`config.mk`:
```
export PLATFORM = sky130hd
export DESIGN_NAME = absf_ctrl
export DESIGN_NICKNAME = d
export VERILOG_FILES = /design/src/absf_pkg.sv /design/src/absf_ctrl.sv
export SDC_FILE = /design/constraint.sdc
export NUM_CORES = 1
export LEC_CHECK = 0
export BUFFER_PORTS_ARGS = -buffer_cell sky130_fd_sc_hd__buf_2
export CAP_MARGIN = 15
export CORE_MARGIN = 2
export CORE_UTILIZATION = 33
export CTS_CLUSTER_DIAMETER = 50
export CTS_CLUSTER_SIZE = 8
export DETAILED_ROUTE_END_ITERATION = 10
export GPL_TIMING_DRIVEN = 0
export PLACE_DENSITY_LB_ADDON = 0.08
export RECOVER_POWER = 25
export SLEW_MARGIN = 5
export SYNTH_ARGS = -nofsm -noshare
export SYNTH_HDL_FRONTEND = slang
export SYNTH_SLANG_ARGS = --single-unit
export TNS_END_PERCENT = 5
```
`constraint.sdc`:
```
create_clock -name clk_i -period 2.81 [get_ports clk_i]
set_clock_uncertainty 0.15 [all_clocks]
set_input_delay 0.281 -clock clk_i [delete_from_list [all_inputs] [get_ports clk_i]]
set_output_delay 0.281 -clock clk_i [all_outputs]
set_load 0.02 [all_outputs]
```
`src/absf_pkg.sv`:
```
// Shared types and codes for the audio buffer slot FIFO.
package absf_pkg;

  localparam int unsigned CNT_W = 7;

  localparam logic [1:0] FUNC_HDR = 2'd0;
  localparam logic [1:0] FUNC_SMP = 2'd1;
  localparam logic [1:0] FUNC_POP = 2'd2;

  localparam logic [1:0] FILL_IDLE = 2'd0;
  localparam logic [1:0] FILL_BUSY = 2'd1;
  localparam logic [1:0] FILL_DROP = 2'd2;

  typedef struct packed {
    logic [1:0]        func;
    logic [15:0]       frame_count;
    logic [7:0]        channel_count;
    logic [31:0]       meta_in;
    logic signed [15:0] sample_in;
    logic [CNT_W-1:0]  pop_limit;
  } in_item_t;

  typedef struct packed {
    logic              empty_res;
    logic              has_sample;
    logic signed [15:0] sample_out;
    logic [CNT_W-1:0]  sample_count;
    logic [15:0]       frames_out;
    logic [7:0]        channels_out;
    logic [31:0]       meta_out;
    logic [31:0]       drop_count;
    logic              last;
  } out_item_t;

  typedef struct packed {
    logic             hdr_en;
    logic             smp_en;
    logic             out_load;
    logic             emit_empty;
    logic             emit_sample;
    logic             emit_last;
    logic             rp_inc;
    logic [CNT_W-1:0] sample_idx;
    logic [CNT_W-1:0] count;
  } absf_cmd_t;

  typedef struct packed {
    logic             occ_zero;
    logic             out_free;
    logic [CNT_W-1:0] stored_len;
  } absf_status_t;

endpackage

```
`src/absf_ctrl.sv`:
```
// Controller: accepts requests and sequences the pop runs.
module absf_ctrl import absf_pkg::*; (
  input  logic         clk_i,
  input  logic         rst_ni,
  input  logic         in_valid_i,
  output logic         in_ready_o,
  input  logic [1:0]   func_i,
  input  logic [CNT_W-1:0] pop_limit_i,
  input  absf_status_t status_i,
  output absf_cmd_t    cmd_o
);

  localparam logic [1:0] ST_IDLE = 2'd0;
  localparam logic [1:0] ST_META = 2'd1;
  localparam logic [1:0] ST_RUN  = 2'd2;

  logic [1:0]       state_q, state_d;
  logic [CNT_W-1:0] limit_q, limit_d;
  logic [CNT_W-1:0] count_q, count_d;
  logic [CNT_W-1:0] idx_q, idx_d;
  logic             empty_q, empty_d;
  logic             acc;
  logic             is_last;

  assign in_ready_o = (state_q == ST_IDLE);
  assign acc        = in_valid_i && in_ready_o;
  assign is_last    = (idx_q == count_q - CNT_W'(1));

  always_comb begin
    state_d = state_q;
    limit_d = limit_q;
    count_d = count_q;
    idx_d   = idx_q;
    empty_d = empty_q;
    cmd_o   = '0;
    cmd_o.hdr_en     = acc && (func_i == FUNC_HDR);
    cmd_o.smp_en     = acc && (func_i == FUNC_SMP);
    cmd_o.count      = count_q;
    cmd_o.sample_idx = idx_q;
    case (state_q)
      ST_IDLE: begin
        if (acc && (func_i == FUNC_POP)) begin
          limit_d = pop_limit_i;
          empty_d = status_i.occ_zero;
          state_d = ST_META;
        end
      end
      ST_META: begin
        // slot info read has landed: clip stored length to the consumer limit
        if (empty_q) begin
          count_d = '0;
        end else if (status_i.stored_len > limit_q) begin
          count_d = limit_q;
        end else begin
          count_d = status_i.stored_len;
        end
        idx_d   = '0;
        state_d = ST_RUN;
      end
      ST_RUN: begin
        if (status_i.out_free) begin
          cmd_o.out_load = 1'b1;
          if (empty_q) begin
            cmd_o.emit_empty = 1'b1;
            cmd_o.emit_last  = 1'b1;
            state_d          = ST_IDLE;
          end else if (count_q == '0) begin
            cmd_o.emit_last = 1'b1;
            cmd_o.rp_inc    = 1'b1;
            state_d         = ST_IDLE;
          end else begin
            cmd_o.emit_sample = 1'b1;
            cmd_o.emit_last   = is_last;
            idx_d             = idx_q + CNT_W'(1);
            if (is_last) begin
              cmd_o.rp_inc = 1'b1;
              state_d      = ST_IDLE;
            end
          end
        end
      end
      default: begin
        state_d = ST_IDLE;
      end
    endcase
  end

  always_ff @(posedge clk_i or negedge rst_ni) begin
    if (!rst_ni) begin
      state_q <= ST_IDLE;
      limit_q <= '0;
      count_q <= '0;
      idx_q   <= '0;
      empty_q <= 1'b0;
    end else begin
      state_q <= state_d;
      limit_q <= limit_d;
      count_q <= count_d;
      idx_q   <= idx_d;
      empty_q <= empty_d;
    end
  end

endmodule

```
==> summary.md <==
| Metric | Value |
|---|---|
| Status | `finished, final reports clean` |
| CP endpoint kind | `primary output` |
| Hold Path Class | `in2reg` |
| Synthesized cell area | `1570 um2` |
| DIE AREA | `5326 um2` |
| Die Y | `72.98 um` |
| Die W | `72.98 um` |
| Avg Vias per Cell | `5.365` |
| Clk pin slew, worst setup/hold paths | `0.09 ns` |
| Vias in the first global route | `1481` |
| Simple-Gate Fraction of Synth Area | `0.1984` |
| Total gr overflow | `0` |
| Register bit total from synthesis | `24` |
| Antenna viol nets, final | `0` |
| TritonCTS clock tree | `yes` |
| CP delay by family, top | `simple AND/OR/NAND/NOR gates` |
| Antenna cell count | `0` |
| Yosys top cell area share | `0.3825` |
| Critical path startpoint category | `flip-flop` |
| CP Buf/Inv Count | `2` |
| Pin count of the biggest net entering global routing | `25` |
| Final count of hold timing violations | `0` |
| Peak VDD IR | `0.3138 mV` |
| Vias post-DR | `1486` |
| Synth Instances | `173` |
| Net Count, Synth | `204` |
| Worst EP required | `2.38 ns` |
| Root Buffer | `clkbuf_8` |
| Clock Sinks | `24` |
| Average wire per standard cell | `15.68 um` |
| Avg Cell Area, Syn | `9.077 um2` |
| Max stage delay on crit path | `0.42 ns` |
| Commonest cells in the netlist | `dfrtp_1, nand2_1, inv_1` |
| HP Start | `pop_limit_i[5]` |
| Layout area overhead | `23.51%` |
| CTS Buffer Depth | `2` |
| Final setup margin | `0.1750 ns` |
| Core area | `4661 um2` |
| YS warnings | `0` |
| Sequential element share of the synthesized area | `0.3825` |
| Crit Path Class | `reg2out` |
| First-pass GRT wire length | `7079 um` |
| Fraction of registers with async set/reset | `1.000` |
| Pwr dens | `999.3 nW/um2` |
| Unrepaired setup endpoints after global routing | `no` |
| Worst reg2reg setup slack | `0.62 ns` |
| CP max FO | `5` |
| Hold EP | `limit_q[5]$_DFFE_PN0P_` |
| Final Wtd Congestion | `0.8853` |
| Placement Setup Slack | `0.3669 ns` |
| CP Cell Sequence | `inv_1, ha_1, nor2b_2, or3_1, a31oi_1, nand4_1, a31oi_1, buf_4` |
| Largest family of logic cells by synthesized area | `compound AO/OA/AOI/OAI gates` |
| Hold_ws | `0.06043 ns` |
| Number of port buffers | `42` |
| Worst rel slew slack | `0.1040` |
| Tcrit/Tclk final | `0.9377` |
| Initial core utilization | `0.3369` |
| H-tree depth | `1` |
| GRT Overall Usage | `0.1696` |
| TNS Setup | `0 ns` |
| Initial antenna violation count | `0` |
| Mux contribution to synthesized area | `0.006375` |
| Finished Core Util | `0.4161` |
| Clk_lat worst skew | `0.27 ns` |
| RR Endpoint | `count_q[0]$_DFFE_PN0P_` |
| Yosys cell types | `35` |
| CTS Buf Count | `3` |
| Main area contributors after synthesis | `dfrtp_1, ha_1, nand2_1, xnor2_1, a32o_1` |
| DR pass1 iterations | `4` |
| Final Setup Violations | `0` |
| Crit Reg-Reg Startpoint | `limit_q[6]$_DFFE_PN0P_` |
| Fill cells | `495` |
| Arr. time, crit path | `2.20 ns` |
| Post-Route WL | `4343 um` |
| Complex-gate fraction of the synthesized area | `0.2167` |
| Pleak | `0.9174 nW` |
| Slowest-stage cell, CP | `dfrtp_2` |
| DRC | `0` |
| Post-DP HPWL | `3273 um` |
| 1st-iter DRT viols | `44` |
| Final Slew Violations | `0` |
| Least-Margin Pin Slew | `1.344 ns` |
| Crit path time final | `2.635 ns` |
| Rows | `25` |
| Fraction of the mapped netlist area in adder cells | `0.07968` |
| Fmax | `0.3795 GHz` |
| Boundary pin count | `43` |
| Top FF cell, synth | `dfrtp_1` |
| Post-synth EDFFs | `0` |
| XOR/XNOR share of the synthesized area | `0.07809` |
| Layout cells sized above 1 | `0.2422` |
| Max-cap check violation count | `0` |
| Area leader, netlist | `dfrtp_1` |
| Worst reg2reg path depth | `8` |
| Final #Nets | `255` |
| Hold-critical path depth | `3` |
| Cell mode on critical path | `a31oi_1` |
==> cells in the final DEF, fill, tap and decap left out, types with 5 or more instances in the layout <==
cell type,synthesis,layout
o221ai_1,7,7
xor2_1,5,5
dfrtp_1,24,22
o21ai_0,11,11
inv_1,12,12
buf_2,0,40
xnor2_1,9,9
a32o_1,7,7
nor2b_1,6,6
a31oi_1,10,10
nor2_1,10,10
ha_1,10,10
nand2_1,24,24
nand4_1,5,5
==> worst reg2reg max path, delay by kind of cell, from the launching register on <==
| family | cells | cell delay (ns) |
|---|---|---|
| AO/OA/AOI/OAI | 3 | 0.54 |
| adder cells (fa/ha/maj) | 1 | 0.27 |
| buffers and inverters | 2 | 0.32 |
| flip-flops | 1 | 0.41 |
| AND/OR/NAND/NOR | 2 | 0.37 |
==> worst max-delay path by stage <==
| stage | startpoint | cells after the start | slack [ns] | end |
|---|---|---|---|---|
| after floorplan | count_q[0]$_DFFE_PN0P_ | 7 | 0.34 | cmd_o[15] |
| after global placement | count_q[0]$_DFFE_PN0P_ | 8 | 0.40 | cmd_o[15] |
| after detailed placement | count_q[0]$_DFFE_PN0P_ | 8 | 0.37 | cmd_o[15] |
| after CTS | count_q[0]$_DFFE_PN0P_ | 8 | 0.06 | cmd_o[15] |
| after global routing | count_q[0]$_DFFE_PN0P_ | 8 | 0.02 | cmd_o[15] |
| final | count_q[0]$_DFFE_PN0P_ | 8 | 0.17 | cmd_o[15] |
==> area by class of cell <==
type                            instances  area [um2]  area share
Timing Repair Buffer                   46       244.0      0.1258
Tap cell                               54       67.56     0.03484
Clock buffer                            4       55.05     0.02839
Inverter                               13       48.80     0.02516
Sequential cell                        24       603.1      0.3110
Multi-Input combinational cell        133       909.6      0.4690
Buffer                                  3       11.26    0.005806
==> kinds of logic after synthesis <==
group,Yosys count
muxes,1
xor gates and xnor gates,14
and+or+nand+nor,62
adders and majority gates,10
buffers and inverters,16
AOI/OAI and AO/OA,46
DFF,24
==> per-layer routing <==
layer	vias up	wire (um)	GRT usage
met3	2	186	0.02624
met1	711	1988	0.2185
met2	40	2142	0.3003
met4	0	27	0.03292
li1	733	-	-
met5	-	0	0
==> what timing repair did <==
action	in CTS	in global routing
gates resized for setup	0	3
hold endpoints to repair	24	0
endpoints found under the setup margin	0	2
hold buffers	1	0
setup buffers	0	3
==> sequential cells by signal, indices dropped and copies added, names as in the netlist <==
name     count
empty_q      1
limit_q      7
idx_q        7
count_q      7
state_q      2
==> report_power, final <==
part / leakage [nW] / internal (mW) / switching (mW) / total (mW)
sequential: 0.306 / 0.475 / 0.155 / 0.630
combinational: 0.582 / 0.454 / 0.614 / 1.07
clock: 0.0288 / 0.125 / 0.115 / 0.240
==> metrics by stage <==
stage / total power [mW] / cell area, um2 / cells
after floorplan: 1.369 / 1570 / 173
after global placement: 1.648 / 1848 / 269
after detailed placement: 1.670 / 1848 / 269
after CTS: 1.919 / 1913 / 274
after global routing: 2.108 / 1939 / 277
final: 1.938 / 1939 / 277
Power figures use the tool's default switching activity.
